[config.mk]
export PLATFORM = sky130hd
export DESIGN_NAME = rpfa_ctrl
export DESIGN_NICKNAME = d
export VERILOG_FILES = /design/src/sv/rpfa_pkg.sv /design/src/sv/rpfa_ctrl.sv
export SDC_FILE = /design/constraint.sdc
export NUM_CORES = 1
export LEC_CHECK = 0
export BUFFER_PORTS_ARGS = -buffer_cell sky130_fd_sc_hd__buf_2
export CORE_AREA = 2 2 39 41
export CTS_BUF_LIST = sky130_fd_sc_hd__clkbuf_4
export CTS_CLUSTER_DIAMETER = 200
export CTS_CLUSTER_SIZE = 28
export DETAILED_ROUTE_END_ITERATION = 12
export DIE_AREA = 0 0 41 43
export GPL_TIMING_DRIVEN = 0
export HOLD_SLACK_MARGIN = 0.05
export PLACE_DENSITY = 0.47
export SLEW_MARGIN = 25
export SYNTH_ARGS = -nofsm -noshare
export SYNTH_HDL_FRONTEND = slang
export SYNTH_SLANG_ARGS = --single-unit
[constraint.sdc]
create_clock -name clock -period 1.8 [get_ports clock]
set_clock_uncertainty 0.1 [all_clocks]
set_input_delay 0.27 -clock clock [delete_from_list [all_inputs] [get_ports clock]]
set_output_delay 0.27 -clock clock [all_outputs]
set_load 0.01 [all_outputs]
[src/sv/rpfa_pkg.sv]
`timescale 1ns / 1ps
// Shared types and constants for the reference-counted page frame allocator.
package rpfa_pkg;

   localparam int ADDR_W     = 64;
   localparam int PAGE_BYTES = 4096;
   localparam int PAGE_SHIFT = $clog2(PAGE_BYTES);
   localparam int REF_OUT_W  = 8;

   typedef enum logic [1:0] {
      OP_ALLOC  = 2'd0,
      OP_FREE   = 2'd1,
      OP_ADDREF = 2'd2,
      OP_INIT   = 2'd3
   } rpfa_op_type;

   typedef enum logic [1:0] {
      STS_OK        = 2'd0,
      STS_NO_FREE   = 2'd1,
      STS_BAD_ADDR  = 2'd2,
      STS_COUNT_ERR = 2'd3
   } rpfa_status_type;

   typedef enum logic {
      CSR_MEM_BASE   = 1'b0,
      CSR_KERNEL_END = 1'b1
   } rpfa_csr_type;

   typedef enum logic [2:0] {
      ST_CLEAR,
      ST_IDLE,
      ST_CHECK,
      ST_READ,
      ST_UPDATE,
      ST_INIT_OFF,
      ST_INIT_START,
      ST_INIT_FILL
   } rpfa_state_type;

   typedef struct packed {
      rpfa_op_type             req_type;
      logic [ADDR_W-1:0]       phys_addr;
   } rpfa_req_type;

   typedef struct packed {
      rpfa_status_type         status;
      logic [ADDR_W-1:0]       page_addr;
      logic [REF_OUT_W-1:0]    ref_count;
      logic                    page_released;
   } rpfa_rsp_type;

   // Controller to datapath
   typedef struct packed {
      logic load_req;
      logic chk;
      logic init_off;
      logic init_start;
      logic rd_stack;
      logic rd_cnt;
      logic clear_step;
      logic fill_step;
      logic finish;
   } rpfa_cmd_type;

   // Datapath to controller
   typedef struct packed {
      rpfa_op_type op;
      rpfa_op_type in_op;
      logic        stack_empty;
      logic        clear_last;
      logic        fill_done;
      logic        out_free;
   } rpfa_sts_type;

endpackage

[src/sv/rpfa_ctrl.sv]
`timescale 1ns / 1ps
// Sequencing state machine of the page frame allocator.
module rpfa_ctrl (
   input  logic                  clock,
   input  logic                  reset,
   input  logic                  req_valid,
   output logic                  req_ready,
   input  rpfa_pkg::rpfa_sts_type sts,
   output rpfa_pkg::rpfa_cmd_type cmd
);
   import rpfa_pkg::*;

   rpfa_state_type state_ff, state_in;

   always_ff @(posedge clock) begin
      if (reset) begin
         state_ff <= ST_CLEAR;
      end else begin
         state_ff <= state_in;
      end
   end

   // Next state
   always_comb begin
      state_in = state_ff;
      case (state_ff)
         ST_CLEAR: begin
            if (sts.clear_last) begin
               state_in = ST_IDLE;
            end
         end
         ST_IDLE: begin
            if (req_valid) begin
               case (sts.in_op)
                  OP_ALLOC:  state_in = ST_READ;
                  OP_FREE:   state_in = ST_CHECK;
                  OP_ADDREF: state_in = ST_CHECK;
                  OP_INIT:   state_in = ST_INIT_OFF;
                  default:   state_in = ST_IDLE;
               endcase
            end
         end
         ST_CHECK:      state_in = ST_READ;
         ST_READ:       state_in = ST_UPDATE;
         ST_UPDATE: begin
            if (sts.out_free) begin
               state_in = ST_IDLE;
            end
         end
         ST_INIT_OFF:   state_in = ST_INIT_START;
         ST_INIT_START: state_in = ST_INIT_FILL;
         ST_INIT_FILL: begin
            if (sts.fill_done) begin
               state_in = ST_UPDATE;
            end
         end
         default:       state_in = ST_IDLE;
      endcase
   end

   // Outputs
   always_comb begin
      cmd       = '0;
      req_ready = 1'b0;
      case (state_ff)
         ST_CLEAR:      cmd.clear_step = 1'b1;
         ST_IDLE: begin
            req_ready    = 1'b1;
            cmd.load_req = req_valid;
         end
         ST_CHECK:      cmd.chk = 1'b1;
         ST_READ: begin
            cmd.rd_stack = (sts.op == OP_ALLOC) && !sts.stack_empty;
            cmd.rd_cnt   = (sts.op == OP_FREE) || (sts.op == OP_ADDREF);
         end
         ST_UPDATE:     cmd.finish = sts.out_free;
         ST_INIT_OFF:   cmd.init_off = 1'b1;
         ST_INIT_START: cmd.init_start = 1'b1;
         ST_INIT_FILL:  cmd.fill_step = !sts.fill_done;
         default:       cmd = '0;
      endcase
   end

endmodule

==> impl_metrics.tcl, run 1 <==
set metrics [dict create \
    status "finished, final reports clean" \
    slew_violations 0 \
    die_h_um 43 \
    setup_viol 0 \
    relSlewSlack_pct 86.2 \
    fin_cells 79 \
    post-cts-setup-buffers 0 \
    grt_use_total_pct 9.62 \
    overflow 0 \
    synth_ff_type "dfxtp_1" \
    areaGrowthSynthToFinish_pct 46.9 \
    largest_reg_flops 3 \
    synth_cell_types 23 \
    clk_transition_reported_paths_ps 30 \
    worstSetupPathType "reg -> out" \
    synth_commonest_cells "4 x nand2_1, 4 x nor2_1, 3 x dfxtp_1, 3 x ha_1, 3 x nor3_1" \
    antenna_found_initial 0 \
    ioPinCount 21 \
    dp_cells 75 \
    die-area_um2 1760 \
    yosysTopAreaCell "dfxtp_1" \
    top_regs "state_ff (3)" \
    antenna-diode-count 0 \
    p_leak_nw 0.262 \
    netlist_instances 39 \
    synth_edf_count 0 \
    initial_core_util_pct 23.1 \
    hpwl_um 635 \
    drc 0 \
    synthTopCellsByArea "dfxtp_1 19%, ha_1 12%, buf_6 7.0%" \
    cp_slowest_stage_delay_ps 330 \
    tns_ps 0 \
    finalNetCount 78 \
    ant_nets 0 \
    hp-class "in -> reg" \
    cts_made_buffers 3 \
    cts.htree.levels 1 \
    synth.top_cell.area_share_pct 18.8 \
    portBuffers 20 \
    ys.warnings.count 0 \
    core_um2 1380 \
    cts_resized 0 \
    rsz0062_at_grt "no" \
    pwr_density_cell_nw_per_um2 714 \
    worst_pin_slew_ps 206 \
    cts.sinks 3 \
    seq_area_frac_synth_pct 18.8 \
    grt_pass1_vias 295 \
    min_period_ps 1560 \
    rrSetupSlack_ps 560 \
    crit_chain "and2b_2 > nor2b_1 > and2_1 > buf_2" \
    cts_buffer_depth 2 \
    path_delay_family "simple AND/OR/NAND/NOR gates" \
    fmax_mhz 640 \
    syn_area_um2 320 \
    via_per_inst 4.34 \
    cts-hold-fix-buffers 0 \
    totalPowerFinal_uw 336 \
    routedWlPerCell_um 9.80 \
    drt_iter0_drc 2 \
    drive_above_1_share_pct 47.6 \
    synth-seq-cells 3 \
    top_register "state_ff" \
    die_w_um 41 \
    path_max_fanout 3 \
    grt_start_max_net_pins 11 \
    num_rows 14 \
    critPathCaptureType "primary output" \
    cp-start-kind "flop" \
    cap_violations 0 \
    cts_root_buffer "clkbuf_4" \
    wirelength_um 774 \
    cp.arrival_ps 1190 \
    irDropWorstVdd_mv 0.239 \
    critPathRequiredTime_ps 1430 \
    period_share_pct 86.8 \
    drt_pass1_iterations 2 \
    postSynthAreaPerCell_um2 8.21 \
    path_buf_inv 1 \
    cts_tree "yes" \
    gp_congestion 0.742 \
    grt_pass1_wl_um 1170 \
    clk_latency_ps 220 \
    crit_slowest_cell "dfxtp_1" \
    synth-async-reset-ratio_pct 0 \
    hold_violations 0 \
    synth_fp_nets 53 \
    num_vias 343 \
]
-- layout make-up --
cell class | count | area (um^2)
fill | 158 | 913
clock buffer | 4 | 30.0
tap | 16 | 20.0
timing repair buffer | 20 | 100
multi-input combinational | 31 | 223
sequential | 3 | 60.1
buffer | 3 | 30.0
inverter | 2 | 7.51
-- metrics by stage --
step	hold WS [ps]	util, %	cell area, um^2	setup slack, ps
2_1_floorplan	238	-	320	493
3_3_place_gp	377	31.8	440	330
3_5_place_dp	377	31.8	440	331
4_1_cts	140	34.0	470	222
5_1_grt	141	34.0	470	110
6_report	147	34.0	470	237
-- placed cells by master (no fill, tap or decap) --
cell,count
inv_1,2
and4b_1,1
buf_6,2
and2_1,1
nor2b_1,1
a22oi_1,1
mux2_1,1
nor3_1,3
nor3b_1,2
nor2_1,4
clkbuf_4,4
a21oi_1,1
a311oi_2,1
nand2b_1,1
ha_1,3
nand2b_2,1
a211o_1,1
and2b_2,1
dfxtp_1,3
nand2_1,4
buf_2,20
o211a_1,1
and3_1,1
a211oi_1,2
buf_4,1
-- power breakdown --
part	switching (mW)	internal, mW
logic	0.0614	0.0637
registers	0.00827	0.0748
clock network	0.0300	0.0978
total	0.0997	0.236
-- final timing paths --
check	start	to	cells after the start
max reg2reg	state_ff[2]	state_ff[0]	4
max	state_ff[2]	cmd[8]	4
min reg2reg	state_ff[0]	state_ff[1]	2
min	reset	state_ff[0]	2
-- per-layer routing --
metal  global-route usage, %  part of all wire [%]  wire [um]
met5                       0                     0          0
met1                    12.5                    51        391
met4                    6.00                     0          0
met3                       0                   7.4         57
met2                    15.0                    42        325
-- cells by family (layout without fill, tap and decap cells) --
kind of cell / count (synthesis) / in the layout / share of synthesized area, %
adders and majority gates: 3 / 3 / 11.7
muxes: 1 / 1 / 3.52
and+or+nand+nor: 20 / 20 / 35.2
DFF: 3 / 3 / 18.8
buffers and inverters: 5 / 29 / 11.7
AOI/OAI and AO/OA: 7 / 7 / 19.1
No activity file was read; power rests on OpenSTA's default activity.
==> inputs of run 2 (changes only) <==
--- a/config.mk
+++ b/config.mk
@@ -5,7 +5,7 @@
 export SDC_FILE = /design/constraint.sdc
 export NUM_CORES = 1
 export LEC_CHECK = 0
-export BUFFER_PORTS_ARGS = -buffer_cell sky130_fd_sc_hd__buf_2
+export BUFFER_PORTS_ARGS = -buffer_cell sky130_fd_sc_hd__clkbuf_2
 export CORE_AREA = 2 2 39 41
 export CTS_BUF_LIST = sky130_fd_sc_hd__clkbuf_4
 export CTS_CLUSTER_DIAMETER = 200
==> run 2 against run 1 <==
Via count grew 6.1%. Routed wire length is 3.9% higher. Non-clock buffer count stayed put. Critical path depth did not move. Utilization is the same. Global-route usage shrank 0.49 points.
==> impl_metrics.tcl, run 2 (same netlist as run 1, synthesis figures left out) <==
set metrics [dict create \
    status "finished, final reports clean" \
    hpwl_um 647 \
    rrSetupSlack_ps 550 \
    cts_root_buffer "clkbuf_4" \
    slew_violations 0 \
    drc 0 \
    tns_ps 0 \
    relSlewSlack_pct 86.4 \
    antenna_found_initial 0 \
    worstSetupPathType "reg -> out" \
    finalNetCount 78 \
    post-cts-setup-buffers 0 \
    cap_violations 0 \
    grt_pass1_vias 286 \
    ant_nets 0 \
    via_per_inst 4.61 \
    routedWlPerCell_um 10.2 \
    critPathRequiredTime_ps 1430 \
    cts_buffer_depth 2 \
    p_leak_nw 0.257 \
    drt_iter0_drc 3 \
    cp-start-kind "flop" \
    antenna-diode-count 0 \
    utilization_pct 34.0 \
    worst_pin_slew_ps 202 \
    wirelength_um 804 \
    internal-power_uw 236 \
    drive_above_1_share_pct 47.6 \
    gp_congestion 0.737 \
    cts_made_buffers 3 \
    hp-class "in -> reg" \
    portBuffers 20 \
    ioPinCount 21 \
    seqPwrFrac_pct 24.5 \
    core_um2 1380 \
    largest_reg_flops 3 \
    hold_violations 0 \
    final_common_cell "clkbuf_2" \
    die_h_um 43 \
    cts.htree.levels 1 \
    areaGrowthSynthToFinish_pct 46.9 \
    fmax_mhz 643 \
    power_frac_clock_pct 38.2 \
    drt_pass1_iterations 4 \
    cts-hold-fix-buffers 0 \
    num_vias 364 \
    grt_pass1_wl_um 1120 \
    final_cell_mix "20 x clkbuf_2, 4 x nand2_1, 4 x nor2_1, 4 x clkbuf_4" \
    place_ws_ps 345 \
    n_fill_cell 159 \
    top_register "state_ff" \
    min_period_ps 1560 \
    clk_transition_reported_paths_ps 40 \
    cts_tree "yes" \
    combPwrFrac_pct 37.3 \
    num_rows 14 \
    cts.sinks 3 \
    die_w_um 41 \
    setup_slack_ps 244 \
    overflow 0 \
    holdWs_ps 158 \
    cp.arrival_ps 1190 \
    pwr_density_cell_nw_per_um2 720 \
    rsz0062_at_grt "no" \
    grt_use_total_pct 9.13 \
    top_regs "state_ff (3)" \
    cts_resized 0 \
    irDropWorstVdd_mv 0.216 \
    swShare_pct 30.3 \
    die-area_um2 1760 \
    period_share_pct 86.4 \
    path_max_fanout 3 \
    initial_core_util_pct 23.1 \
    switching_power_uw 102 \
    grt_start_max_net_pins 11 \
    clk_latency_ps 230 \
    critPathCaptureType "primary output" \
    setup_viol 0 \
]
-- run 2: cell types whose count changed in the layout (fill, tap and decap cells not counted), sizes merged --
| cell | change |
|---|---|
| clkbuf | +20 |
| buf | -20 |
-- run 2: area by class of cell --
type	count	area, um^2	area share (%)
Timing Repair Buffer	20	100	21.3
Tap cell	16	20.0	4.26
Sequential cell	3	60.1	12.8
Multi-Input combinational cell	31	223	47.3
Clock buffer	4	30.0	6.38
Inverter	2	7.51	1.60
Buffer	3	30.0	6.38
-- run 2: critical path, cell delays in order (launching register included) --
cell and delay [ps]:
dfxtp_1 330, and2b_2 230, nor2b_1 130, and2_1 150
clkbuf_2 120
-- run 2: stage by stage --
stage	power, mW	instances	instance area (um^2)
finish	0.339	79	470
global route	0.362	79	470
CTS	0.344	79	470
detailed placement	0.212	75	440
global placement	0.211	75	440
floorplan	0.167	39	320
-- run 2: worst paths after layout --
| path | from | endpoint | cells past startpoint |
|---|---|---|---|
| max | state_ff[2] | cmd[8] | 4 |
| min | reset | state_ff[0] | 2 |
| max reg2reg | state_ff[2] | state_ff[0] | 4 |
| min reg2reg | state_ff[0] | state_ff[1] | 2 |
-- run 2: routing by layer --
metal	GRT usage, %	up-vias	part of all wire, %
li1	-	186	-
met3	0	0	9.6
met1	12.8	159	47
met4	6.00	0	0
met5	0	-	0
met2	13.1	19	44
-- run 2: power by group through the flow --
stage | Sequential (mW) | Combinational [mW] | Clock (mW)
detailed placement | 0.0841 | 0.128 | 0
floorplan | 0.0816 | 0.0856 | 0
finish | 0.0829 | 0.126 | 0.129
CTS | 0.0831 | 0.128 | 0.133
global placement | 0.0842 | 0.127 | 0
global route | 0.0838 | 0.142 | 0.136
